### src/rtl/pipas_pkg.sv
// Shared constants, tables and types of the polygon winding-angle block.
package pipas_pkg;

  // Angle accumulator inside the arctangent unit, units of pi/2^20.
  localparam int ANG_BITS   = 23;
  // Edge angle after the four-bit rounding shift. A vector of only a few units
  // leaves the rotations short of their target, so the value can reach about
  // plus or minus 101902.
  localparam int ANGLE_BITS = 18;
  localparam int SUM_BITS   = 26;
  localparam int THR_BITS   = 16;
  localparam int TAB_LEN    = 24;
  localparam int STEP_BITS  = $clog2(TAB_LEN);

  localparam logic [THR_BITS-1:0] THR_RESET = 16'd10430;

  localparam logic signed [ANG_BITS-1:0] ANG_PI   = 23'sd1048576;
  localparam logic signed [ANG_BITS-1:0] RND_HALF = 23'sd8;
  localparam int                         RND_SHIFT = 4;

  localparam logic signed [SUM_BITS:0] SUM_HI = (SUM_BITS+1)'(2**(SUM_BITS-1) - 1);
  localparam logic signed [SUM_BITS:0] SUM_LO = -SUM_HI - (SUM_BITS+1)'(1);

  // arctan(2^-i) in units of pi/2^20.
  localparam logic [ANG_BITS-1:0] ATAN_TAB [TAB_LEN] = '{
    23'd262144, 23'd154753, 23'd81767, 23'd41506, 23'd20834, 23'd10427,
    23'd5215,   23'd2608,   23'd1304,  23'd652,   23'd326,   23'd163,
    23'd81,     23'd41,     23'd20,    23'd10,    23'd5,     23'd3,
    23'd1,      23'd1,      23'd0,     23'd0,     23'd0,     23'd0
  };

  typedef struct packed {
    logic busy;
    logic done;
  } cordic_stat_t;

endpackage

### src/rtl/pipas_ifs.sv
// Handshake channels of the polygon winding-angle block: vertex, result and configuration.
interface pipas_vtx_if #(parameter int COORD_BITS = 24);
  logic                         valid;
  logic                         ready;
  logic signed [COORD_BITS-1:0] vertex_x;
  logic signed [COORD_BITS-1:0] vertex_y;
  logic signed [COORD_BITS-1:0] point_x;
  logic signed [COORD_BITS-1:0] point_y;
  logic                         last_vertex;

  modport source (output valid, vertex_x, vertex_y, point_x, point_y, last_vertex,
                  input ready);
  modport sink   (input valid, vertex_x, vertex_y, point_x, point_y, last_vertex,
                  output ready);
endinterface

interface pipas_res_if;
  logic                                  valid;
  logic                                  ready;
  logic                                  inside_res;
  logic signed [pipas_pkg::SUM_BITS-1:0] winding_sum;

  modport source (output valid, inside_res, winding_sum, input ready);
  modport sink   (input valid, inside_res, winding_sum, output ready);
endinterface

interface pipas_cfg_if;
  logic                           valid;
  logic                           ready;
  logic [pipas_pkg::THR_BITS-1:0] inside_threshold;

  modport source (output valid, inside_threshold, input ready);
  modport sink   (input valid, inside_threshold, output ready);
endinterface

### src/rtl/pipas_cordic.sv
// Iterative CORDIC atan2 unit: one rotation step per cycle, angle rounded to pi/65536.
module pipas_cordic #(
  parameter int IN_BITS = 51,
  parameter int STEPS   = 16
) (
  input  logic                                   clk,
  input  logic                                   rst_n,
  input  logic                                   start,
  input  logic signed [IN_BITS-1:0]              x_in,
  input  logic signed [IN_BITS-1:0]              y_in,
  output logic signed [pipas_pkg::ANGLE_BITS-1:0] angle,
  output pipas_pkg::cordic_stat_t                 stat
);
  import pipas_pkg::*;

  // Two guard bits cover the CORDIC gain on a vector of length sqrt(2) times full scale.
  localparam int CW      = IN_BITS + 2;
  localparam int N_STEPS = (STEPS < TAB_LEN) ? STEPS : TAB_LEN;
  localparam logic [STEP_BITS-1:0] LAST_STEP = STEP_BITS'(N_STEPS - 1);

  typedef enum logic [1:0] {C_IDLE, C_ROT, C_RND} cstate_t;

  cstate_t                        state_r;
  logic [STEP_BITS-1:0]           step_r;
  logic signed [CW-1:0]           x_r, y_r;
  logic signed [ANG_BITS-1:0]     z_r;
  logic signed [ANGLE_BITS-1:0]   angle_r;
  logic                           done_r;

  logic signed [CW-1:0]           xe, ye, xs, ys, x_nxt, y_nxt;
  logic signed [ANG_BITS-1:0]     z_nxt, rz;
  logic                           y_pos;

  always_comb begin
    xe    = CW'(x_in);
    ye    = CW'(y_in);
    xs    = x_r >>> step_r;
    ys    = y_r >>> step_r;
    y_pos = !y_r[CW-1] && (y_r != '0);
    if (y_pos) begin
      x_nxt = x_r + ys;
      y_nxt = y_r - xs;
      z_nxt = z_r + ATAN_TAB[step_r];
    end else begin
      x_nxt = x_r - ys;
      y_nxt = y_r + xs;
      z_nxt = z_r - ATAN_TAB[step_r];
    end
    rz = z_r + RND_HALF;
  end

  always_ff @(posedge clk) begin
    if (!rst_n) begin
      state_r <= C_IDLE;
      done_r  <= 1'b0;
    end else begin
      done_r <= 1'b0;
      unique case (state_r)
        C_IDLE: begin
          if (start) begin
            step_r <= '0;
            if (x_in == '0 && y_in == '0) begin
              // A zero vector has no direction; rounding a zero angle yields zero.
              x_r     <= '0;
              y_r     <= '0;
              z_r     <= '0;
              state_r <= C_RND;
            end else if (x_in[IN_BITS-1]) begin
              // Left half plane: turn the vector by pi before rotating.
              x_r     <= -xe;
              y_r     <= -ye;
              z_r     <= y_in[IN_BITS-1] ? -ANG_PI : ANG_PI;
              state_r <= C_ROT;
            end else begin
              x_r     <= xe;
              y_r     <= ye;
              z_r     <= '0;
              state_r <= C_ROT;
            end
          end
        end
        C_ROT: begin
          x_r    <= x_nxt;
          y_r    <= y_nxt;
          z_r    <= z_nxt;
          step_r <= step_r + STEP_BITS'(1);
          if (step_r == LAST_STEP) begin
            state_r <= C_RND;
          end
        end
        C_RND: begin
          angle_r <= rz[RND_SHIFT+ANGLE_BITS-1:RND_SHIFT];
          done_r  <= 1'b1;
          state_r <= C_IDLE;
        end
        default: state_r <= C_IDLE;
      endcase
    end
  end

  assign angle     = angle_r;
  assign stat.busy = (state_r != C_IDLE);
  assign stat.done = done_r;

endmodule

### src/rtl/point_in_polygon_angle_sum.sv
// Top level of the point-in-polygon test by summed winding angle.
// Vertices arrive one transfer at a time, each with the test point, and the
// last one is flagged. Each edge passes from its transfer to readiness for the
// next one through these steps: the differences, the single shared multiplier
// that forms the four products for the dot and cross products, the iterative
// arctangent unit, and the addition of the angle into the saturating sum. The
// first vertex of a polygon only opens it, unless it is also flagged last. The
// last vertex runs its own edge and then the closing edge back to the first
// vertex, and the total is then handed to the output register once it is free;
// the next polygon may begin while that result still waits.
// The threshold register resets to 10430, half a radian in units of pi/65536.
module point_in_polygon_angle_sum #(
  parameter int COORD_BITS   = 24,
  parameter int CORDIC_STEPS = 16
) (
  input  logic        clk,
  input  logic        rst_n,
  pipas_vtx_if.sink   in_vtx,
  pipas_res_if.source out_res,
  pipas_cfg_if.sink   cfg_wr
);
  import pipas_pkg::*;

  localparam int DIFF_SHIFT = (COORD_BITS > 29) ? (COORD_BITS - 29) : 0;
  localparam int DIFF_BITS  = (COORD_BITS > 29) ? 30 : (COORD_BITS + 1);
  localparam int PROD_BITS  = 2 * DIFF_BITS;
  localparam int DOT_BITS   = PROD_BITS + 1;
  localparam logic signed [COORD_BITS:0] RND_MASK = (COORD_BITS+1)'((1 << DIFF_SHIFT) - 1);

  typedef enum logic [2:0] {S_IDLE, S_DIFF, S_MUL, S_ANG, S_ACC, S_HOLD} state_t;

  typedef enum logic [1:0] {P_US, P_VT, P_UT, P_VS} prod_sel_t;

  state_t                        state_r;
  logic signed [COORD_BITS-1:0]  cur_x_r, cur_y_r, pt_x_r, pt_y_r;
  logic signed [COORD_BITS-1:0]  first_x_r, first_y_r, prev_x_r, prev_y_r;
  logic                          last_r, closing_r, in_poly_r;
  logic signed [DIFF_BITS-1:0]   u_r, v_r, s_r, t_r;
  logic signed [PROD_BITS-1:0]   prod_r;
  logic signed [DOT_BITS-1:0]    dot_r, cross_r;
  logic [2:0]                    cnt_r;
  logic                          start_r;
  logic signed [SUM_BITS-1:0]    sum_r;
  logic [THR_BITS-1:0]           thr_r;
  logic                          out_valid_r, out_inside_r;
  logic signed [SUM_BITS-1:0]    out_total_r;

  logic signed [COORD_BITS-1:0]  ax, ay, bx, by;
  logic signed [DIFF_BITS-1:0]   mul_a, mul_b;
  logic signed [SUM_BITS:0]      sum_ext, sum_sat, mag;
  logic signed [ANGLE_BITS-1:0]  angle;
  cordic_stat_t                  cstat;
  logic                          in_fire, out_free;
  prod_sel_t                     psel, asel;

  // Truncating division by 2^DIFF_SHIFT: negative values are biased before the shift.
  function automatic logic signed [DIFF_BITS-1:0] scale_diff(
    input logic signed [COORD_BITS-1:0] a,
    input logic signed [COORD_BITS-1:0] p
  );
    logic signed [COORD_BITS:0] d;
    logic signed [COORD_BITS:0] adj;
    d          = (COORD_BITS+1)'(a) - (COORD_BITS+1)'(p);
    adj        = d + (d[COORD_BITS] ? RND_MASK : '0);
    scale_diff = DIFF_BITS'(adj >>> DIFF_SHIFT);
  endfunction

  pipas_cordic #(
    .IN_BITS (DOT_BITS),
    .STEPS   (CORDIC_STEPS)
  ) u_cordic (
    .clk   (clk),
    .rst_n (rst_n),
    .start (start_r),
    .x_in  (dot_r),
    .y_in  (cross_r),
    .angle (angle),
    .stat  (cstat)
  );

  always_comb begin
    in_fire  = in_vtx.valid && in_vtx.ready;
    out_free = !out_valid_r || out_res.ready;

    // The closing edge runs from the last vertex back to the first one.
    ax = closing_r ? cur_x_r   : prev_x_r;
    ay = closing_r ? cur_y_r   : prev_y_r;
    bx = closing_r ? first_x_r : cur_x_r;
    by = closing_r ? first_y_r : cur_y_r;

    psel = prod_sel_t'(cnt_r[1:0]);
    asel = prod_sel_t'(cnt_r[1:0] - 2'd1);
    unique case (psel)
      P_US:    begin mul_a = u_r; mul_b = s_r; end
      P_VT:    begin mul_a = v_r; mul_b = t_r; end
      P_UT:    begin mul_a = u_r; mul_b = t_r; end
      P_VS:    begin mul_a = v_r; mul_b = s_r; end
      default: begin mul_a = u_r; mul_b = s_r; end
    endcase

    sum_ext = (SUM_BITS+1)'(sum_r) + (SUM_BITS+1)'(angle);
    priority if (sum_ext > SUM_HI) begin
      sum_sat = SUM_HI;
    end else if (sum_ext < SUM_LO) begin
      sum_sat = SUM_LO;
    end else begin
      sum_sat = sum_ext;
    end

    mag = sum_r[SUM_BITS-1] ? -((SUM_BITS+1)'(sum_r)) : (SUM_BITS+1)'(sum_r);
  end

  assign in_vtx.ready        = (state_r == S_IDLE);
  assign cfg_wr.ready        = 1'b1;
  assign out_res.valid       = out_valid_r;
  assign out_res.inside_res  = out_inside_r;
  assign out_res.winding_sum = out_total_r;

  always_ff @(posedge clk) begin
    if (!rst_n) begin
      state_r     <= S_IDLE;
      in_poly_r   <= 1'b0;
      closing_r   <= 1'b0;
      start_r     <= 1'b0;
      out_valid_r <= 1'b0;
      thr_r       <= THR_RESET;
      sum_r       <= '0;
      first_x_r   <= '0;
      first_y_r   <= '0;
      prev_x_r    <= '0;
      prev_y_r    <= '0;
      cnt_r       <= '0;
    end else begin
      if (cfg_wr.valid && cfg_wr.ready) begin
        thr_r <= cfg_wr.inside_threshold;
      end
      // In the hold state a taken result is replaced directly by the next one.
      if (out_valid_r && out_res.ready && (state_r != S_HOLD)) begin
        out_valid_r <= 1'b0;
      end

      unique case (state_r)
        S_IDLE: begin
          if (in_fire) begin
            cur_x_r <= in_vtx.vertex_x;
            cur_y_r <= in_vtx.vertex_y;
            pt_x_r  <= in_vtx.point_x;
            pt_y_r  <= in_vtx.point_y;
            last_r  <= in_vtx.last_vertex;
            if (!in_poly_r) begin
              first_x_r <= in_vtx.vertex_x;
              first_y_r <= in_vtx.vertex_y;
              prev_x_r  <= in_vtx.vertex_x;
              prev_y_r  <= in_vtx.vertex_y;
              sum_r     <= '0;
              in_poly_r <= 1'b1;
              closing_r <= 1'b1;
              if (in_vtx.last_vertex) begin
                state_r <= S_DIFF;
              end
            end else begin
              closing_r <= 1'b0;
              state_r   <= S_DIFF;
            end
          end
        end
        S_DIFF: begin
          u_r   <= scale_diff(ax, pt_x_r);
          v_r   <= scale_diff(ay, pt_y_r);
          s_r   <= scale_diff(bx, pt_x_r);
          t_r   <= scale_diff(by, pt_y_r);
          cnt_r <= '0;
          if (!closing_r) begin
            prev_x_r <= cur_x_r;
            prev_y_r <= cur_y_r;
          end
          state_r <= S_MUL;
        end
        S_MUL: begin
          // One product per cycle; each is folded in on the cycle after it is registered.
          prod_r <= mul_a * mul_b;
          if (cnt_r != '0) begin
            unique case (asel)
              P_US:    dot_r   <= DOT_BITS'(prod_r);
              P_VT:    dot_r   <= dot_r + DOT_BITS'(prod_r);
              P_UT:    cross_r <= DOT_BITS'(prod_r);
              P_VS:    cross_r <= cross_r - DOT_BITS'(prod_r);
              default: dot_r   <= dot_r;
            endcase
          end
          cnt_r <= cnt_r + 3'd1;
          if (cnt_r == 3'd4) begin
            start_r <= 1'b1;
            state_r <= S_ANG;
          end
        end
        S_ANG: begin
          start_r <= 1'b0;
          if (cstat.done) begin
            state_r <= S_ACC;
          end
        end
        S_ACC: begin
          sum_r <= SUM_BITS'(sum_sat);
          if (closing_r) begin
            state_r <= S_HOLD;
          end else if (last_r) begin
            closing_r <= 1'b1;
            state_r   <= S_DIFF;
          end else begin
            state_r <= S_IDLE;
          end
        end
        S_HOLD: begin
          if (out_free) begin
            out_valid_r  <= 1'b1;
            out_total_r  <= sum_r;
            out_inside_r <= (mag > (SUM_BITS+1)'(thr_r));
            sum_r        <= '0;
            in_poly_r    <= 1'b0;
            closing_r    <= 1'b0;
            state_r      <= S_IDLE;
          end
        end
        default: state_r <= S_IDLE;
      endcase
    end
  end

`ifndef SYNTHESIS
  a_ready_cordic_idle: assert property (@(posedge clk) disable iff (!rst_n)
    in_vtx.ready |-> !cstat.busy)
    else $error("vertex taken while the arctangent unit is busy");

  a_done_when_waiting: assert property (@(posedge clk) disable iff (!rst_n)
    cstat.done |-> (state_r == S_ANG))
    else $error("arctangent result arrived outside the wait state");

  a_angle_range: assert property (@(posedge clk) disable iff (!rst_n)
    cstat.done |-> (angle <= 18'sd101902 && angle >= -(18'sd101902)))
    else $error("edge angle outside the reachable range");

  a_result_held: assert property (@(posedge clk) disable iff (!rst_n)
    (out_valid_r && !out_res.ready) |=> (out_valid_r && $stable(out_total_r)))
    else $error("pending total changed before its transfer");
`endif

endmodule
### src/flat_wrapper.sv
// flat-port wrapper written by rule: the top's interface ports become plain ports
module point_in_polygon_angle_sum_flat import pipas_pkg::*;
#(
  parameter int COORD_BITS   = 24,
  parameter int CORDIC_STEPS = 16
)
  (clk, rst_n, in_vtx_valid, in_vtx_vertex_x, in_vtx_vertex_y, in_vtx_point_x, in_vtx_point_y, in_vtx_last_vertex, in_vtx_ready, out_res_valid, out_res_inside_res, out_res_winding_sum, out_res_ready, cfg_wr_valid, cfg_wr_inside_threshold, cfg_wr_ready);
  pipas_vtx_if #(.COORD_BITS(COORD_BITS)) in_vtx_i ();
  pipas_res_if out_res_i ();
  pipas_cfg_if cfg_wr_i ();
  input  logic clk;
  input  logic rst_n;
  input wire logic [$bits(in_vtx_i.valid)-1:0] in_vtx_valid;
  input wire logic [$bits(in_vtx_i.vertex_x)-1:0] in_vtx_vertex_x;
  input wire logic [$bits(in_vtx_i.vertex_y)-1:0] in_vtx_vertex_y;
  input wire logic [$bits(in_vtx_i.point_x)-1:0] in_vtx_point_x;
  input wire logic [$bits(in_vtx_i.point_y)-1:0] in_vtx_point_y;
  input wire logic [$bits(in_vtx_i.last_vertex)-1:0] in_vtx_last_vertex;
  output wire logic [$bits(in_vtx_i.ready)-1:0] in_vtx_ready;
  output wire logic [$bits(out_res_i.valid)-1:0] out_res_valid;
  output wire logic [$bits(out_res_i.inside_res)-1:0] out_res_inside_res;
  output wire logic [$bits(out_res_i.winding_sum)-1:0] out_res_winding_sum;
  input wire logic [$bits(out_res_i.ready)-1:0] out_res_ready;
  input wire logic [$bits(cfg_wr_i.valid)-1:0] cfg_wr_valid;
  input wire logic [$bits(cfg_wr_i.inside_threshold)-1:0] cfg_wr_inside_threshold;
  output wire logic [$bits(cfg_wr_i.ready)-1:0] cfg_wr_ready;
  assign in_vtx_i.valid = in_vtx_valid;
  assign in_vtx_i.vertex_x = in_vtx_vertex_x;
  assign in_vtx_i.vertex_y = in_vtx_vertex_y;
  assign in_vtx_i.point_x = in_vtx_point_x;
  assign in_vtx_i.point_y = in_vtx_point_y;
  assign in_vtx_i.last_vertex = in_vtx_last_vertex;
  assign in_vtx_ready = in_vtx_i.ready;
  assign out_res_valid = out_res_i.valid;
  assign out_res_inside_res = out_res_i.inside_res;
  assign out_res_winding_sum = out_res_i.winding_sum;
  assign out_res_i.ready = out_res_ready;
  assign cfg_wr_i.valid = cfg_wr_valid;
  assign cfg_wr_i.inside_threshold = cfg_wr_inside_threshold;
  assign cfg_wr_ready = cfg_wr_i.ready;
  point_in_polygon_angle_sum #(.COORD_BITS(COORD_BITS), .CORDIC_STEPS(CORDIC_STEPS)) u_core (.clk(clk), .rst_n(rst_n), .in_vtx(in_vtx_i), .out_res(out_res_i), .cfg_wr(cfg_wr_i));
endmodule
### config.mk
export PLATFORM = sky130hd
export DESIGN_NAME = point_in_polygon_angle_sum_flat
export DESIGN_NICKNAME = d
export VERILOG_FILES = /design/src/rtl/pipas_pkg.sv /design/src/rtl/pipas_ifs.sv /design/src/rtl/pipas_cordic.sv /design/src/rtl/point_in_polygon_angle_sum.sv /design/src/flat_wrapper.sv
export SDC_FILE = /design/constraint.sdc
export NUM_CORES = 2
export LEC_CHECK = 0
export ABC_AREA = 1
export BUFFER_PORTS_ARGS = -buffer_cell sky130_fd_sc_hd__buf_2
export CAP_MARGIN = 10
export CORE_MARGIN = 2
export CORE_UTILIZATION = 50
export CTS_CLUSTER_DIAMETER = 30
export DETAILED_ROUTE_END_ITERATION = 16
export PLACE_DENSITY_LB_ADDON = 0.15
export SYNTH_ARGS = -nofsm -noshare
export SYNTH_HDL_FRONTEND = slang
export SYNTH_HIERARCHICAL = 1
export SYNTH_SLANG_ARGS = --single-unit
### constraint.sdc
create_clock -name clk -period 12.05 [get_ports clk]
set_input_delay 1.8075 -clock clk [delete_from_list [all_inputs] [get_ports clk]]
set_output_delay 1.8075 -clock clk [all_outputs]
set_load 0.1 [all_outputs]
==> flow_metrics.py <==
metrics = {
    "floorplanning": {
        "coreArea_um2": 167000,
        "die-area_um2": 172000,
        "die_y_um": 415,
        "io_pins": 148,
        "start_util_pct": 50.4,
        "die_w_um": 415,
        "rows": 150,
    },
    "routing": {
        "vias": 82100,
        "remaining_drc_errors": 0,
        "drt_iter0_drc": 7961,
        "ant_nets": 0,
        "wl_per_cell_um": 23.3,
        "dr.pass1.iters": 8,
        "wl_um": 332000,
        "viasPerCell": 5.77,
    },
    "clocking": {
        "holdBufCountCts": 0,
        "cts_root_buf": "clkbuf_16",
        "cts-buffers-inserted": 187,
        "clk_pin_slew_worst_paths_ns": 0.05,
        "clockBufferDepth": 3,
        "cts_tree": "built",
        "cts_setup_buffers": 0,
        "cts_sinks": 678,
        "h-tree-depth": 4,
        "clk_latency_ns": 0.89,
        "post_cts_resized": 0,
    },
    "sta": {
        "worst_slew_pin_slew_ns": 1.17,
        "timing.final.max_slew_violations": 0,
        "slew_headroom_pct": 21.8,
        "max_freq_mhz": 107,
        "grt_setup_unrepaired": "false",
        "final.min_clock_period_ns": 9.33,
        "finalCritPeriodShare_pct": 77.4,
        "finalSetupViolCount": 0,
        "hold_viol": 0,
        "setup-tns-final_ns": 0,
        "final.setup_skew_ns": 0.0935,
    },
    "synth": {
        "postSynthCellCount": 11800,
        "ys_ff_latch": 678,
        "ys_types": 73,
        "synth-edff-count": 527,
        "synth_area_per_cell_um2": 7.15,
        "synth_top_area_cell": "edfxtp_1",
        "synthFlopType": "edfxtp_1",
        "yosys.area.top_type_share_pct": 18.8,
        "synthesis.area_um2": 84300,
        "synthTopCellsByArea": "edfxtp_1 (19%), fa_1 (16%), nand2_1 (12%)",
        "async_flop_share_pct": 0,
        "yosys_warnings": 6,
        "syn_nets": 13100,
        "synth-seq-area-share_pct": 22.4,
    },
    "cells_and_area": {
        "stdcell_count": 14200,
        "regArea_um2": 18900,
        "layout_commonest_cell": "nand2_1",
        "drive_gt1_share_pct": 6.34,
        "utilization_pct": 56.1,
        "multi_input_area_um2": 56700,
        "final_cell_mix": "nand2_1 (2651), inv_1 (1834), nor2_1 (1284), nand3_1 (946), o21ai_0 (721)",
        "nFillCells": 16200,
        "final_nets": 13200,
        "synthToLayoutAreaGrowth_pct": 11.3,
    },
    "setup_path": {
        "cp.arrival_ns": 9.96,
        "cp_slowest_stage_delay_ns": 0.94,
        "cp_max_fo": 31,
        "cp_slowest_cell": "fa_1",
        "critPathRequiredTime_ns": 12.68,
        "cpMostUsedCell": "fa_1",
        "path_class": "flip-flop to flip-flop",
        "rr_worst_depth": 25,
        "cp-start-kind": "flip-flop",
        "crit_path_end_kind": "flip-flop",
    },
    "global_route": {
        "grt_max_degree": 134,
        "track_usage_pct": 37.9,
        "overflow": 0,
        "grt_pass1_vias": 80000,
        "antenna_found_initial": 39,
        "gr-usage-met2_pct": 63.1,
        "grt_pass1_wl_um": 491000,
        "use_met1_pct": 44.5,
        "gr-max-usage-layer": "met2",
        "met3_usage_pct": 6.49,
    },
    "placement": {
        "place_congestion": 1.05,
        "dp_cells": 13900,
        "hpwl_um": 271000,
        "port_buffers": 146,
    },
    "min_path": {
        "hold_path_class": "flip-flop to flip-flop",
        "whs_path_depth": 2,
    },
    "run_status": {
        "status": "finished, final reports clean",
    },
    "run": {
        "cap_violations": 0,
    },
}
-- state kept, by name (all words and copies together), names as in the netlist, 25 cells and up --
register and count:
u_core/t_r 25, u_core/s_r 25, u_core/u_r 25, u_core/prod_r 50
u_core/u_cordic/x_r 53, u_core/u_cordic/y_r 53, u_core/v_r 25, u_core/cross_r 51
u_core/sum_r 26, u_core/dot_r 51, u_core/out_res.winding_sum 26
-- cell usage after synthesis, types with 61 or more instances --
cell type	number
nand2_1	2653
inv_1	1836
nor2_1	1289
nand3_1	948
o21ai_0	747
fa_1	668
a21oi_1	664
edfxtp_1	527
ha_1	526
xor2_1	269
clkbuf_1	207
xnor2_1	176
dfxtp_1	151
nor3_1	143
nand4_1	99
buf_2	95
a31oi_1	71
o21ai_1	61
-- worst paths after layout --
path                                            from                    to  slack (ns)
worst max-delay path                 u_core/cnt_r[0]     u_core/prod_r[42]        2.72
worst min-delay path            u_core/first_y_r[12]  u_core/first_y_r[12]        0.44
worst max register to register       u_core/cnt_r[0]     u_core/prod_r[42]        2.72
worst min register to register  u_core/first_y_r[12]  u_core/first_y_r[12]        0.44
-- metal layers --
layer	wire length (um)	vias to the layer above
met3	24200	1033
met1	125000	39000
li1	-	38400
met2	156000	3707
met5	95	-
met4	26600	14
-- area by class of cell --
type                       count  share of cell area, %
clock buffer                 212                   5.15
antenna                       22                 0.0587
clock inverter               141                   2.13
multi-input combinational   8856                   60.5
sequential                   678                   20.1
tap                         2204                   2.94
timing repair buffer         242                   1.56
inverter                    1883                   7.55
-- cells by family (layout without fill, tap and decap cells) --
kind of cell               after synthesis  in the layout  synth area share, %
buffers and inverters                 2252           2478                 10.5
DFF                                    678            678                 22.4
xor gates and xnor gates               445            445                 4.63
adders and majority gates             1194           1194                 23.7
and+or+nand+nor                       5330           5330                 26.5
AOI/OAI and AO/OA                     1885           1885                 12.4
muxes                                    1              1               0.0119
other                                    1             23              0.00445
-- critical path: cells and delay by family, from the launching register on --
family	cells	cell delay, ns
adder cells (fa/ha/maj)	9	5.32
XOR/XNOR	1	0.20
flip-flops	1	0.38
AO/OA/AOI/OAI	1	0.26
AND/OR/NAND/NOR	7	1.26
buffers and inverters	7	1.64
-- per-stage QoR --
step | hold WS, ns | setup WS (ns) | area (um2)
2_1_floorplan | 0.424 | 0.455 | 84300
3_3_place_gp | 0.433 | 3.02 | 86900
3_5_place_dp | 0.435 | 2.90 | 86900
4_1_cts | 0.442 | 2.83 | 93700
5_1_grt | 0.451 | 2.18 | 93800
6_report | 0.440 | 2.72 | 93800
Power is not shown: default switching activity piles up to over one toggle a cycle in this logic, so the estimate is an artifact.
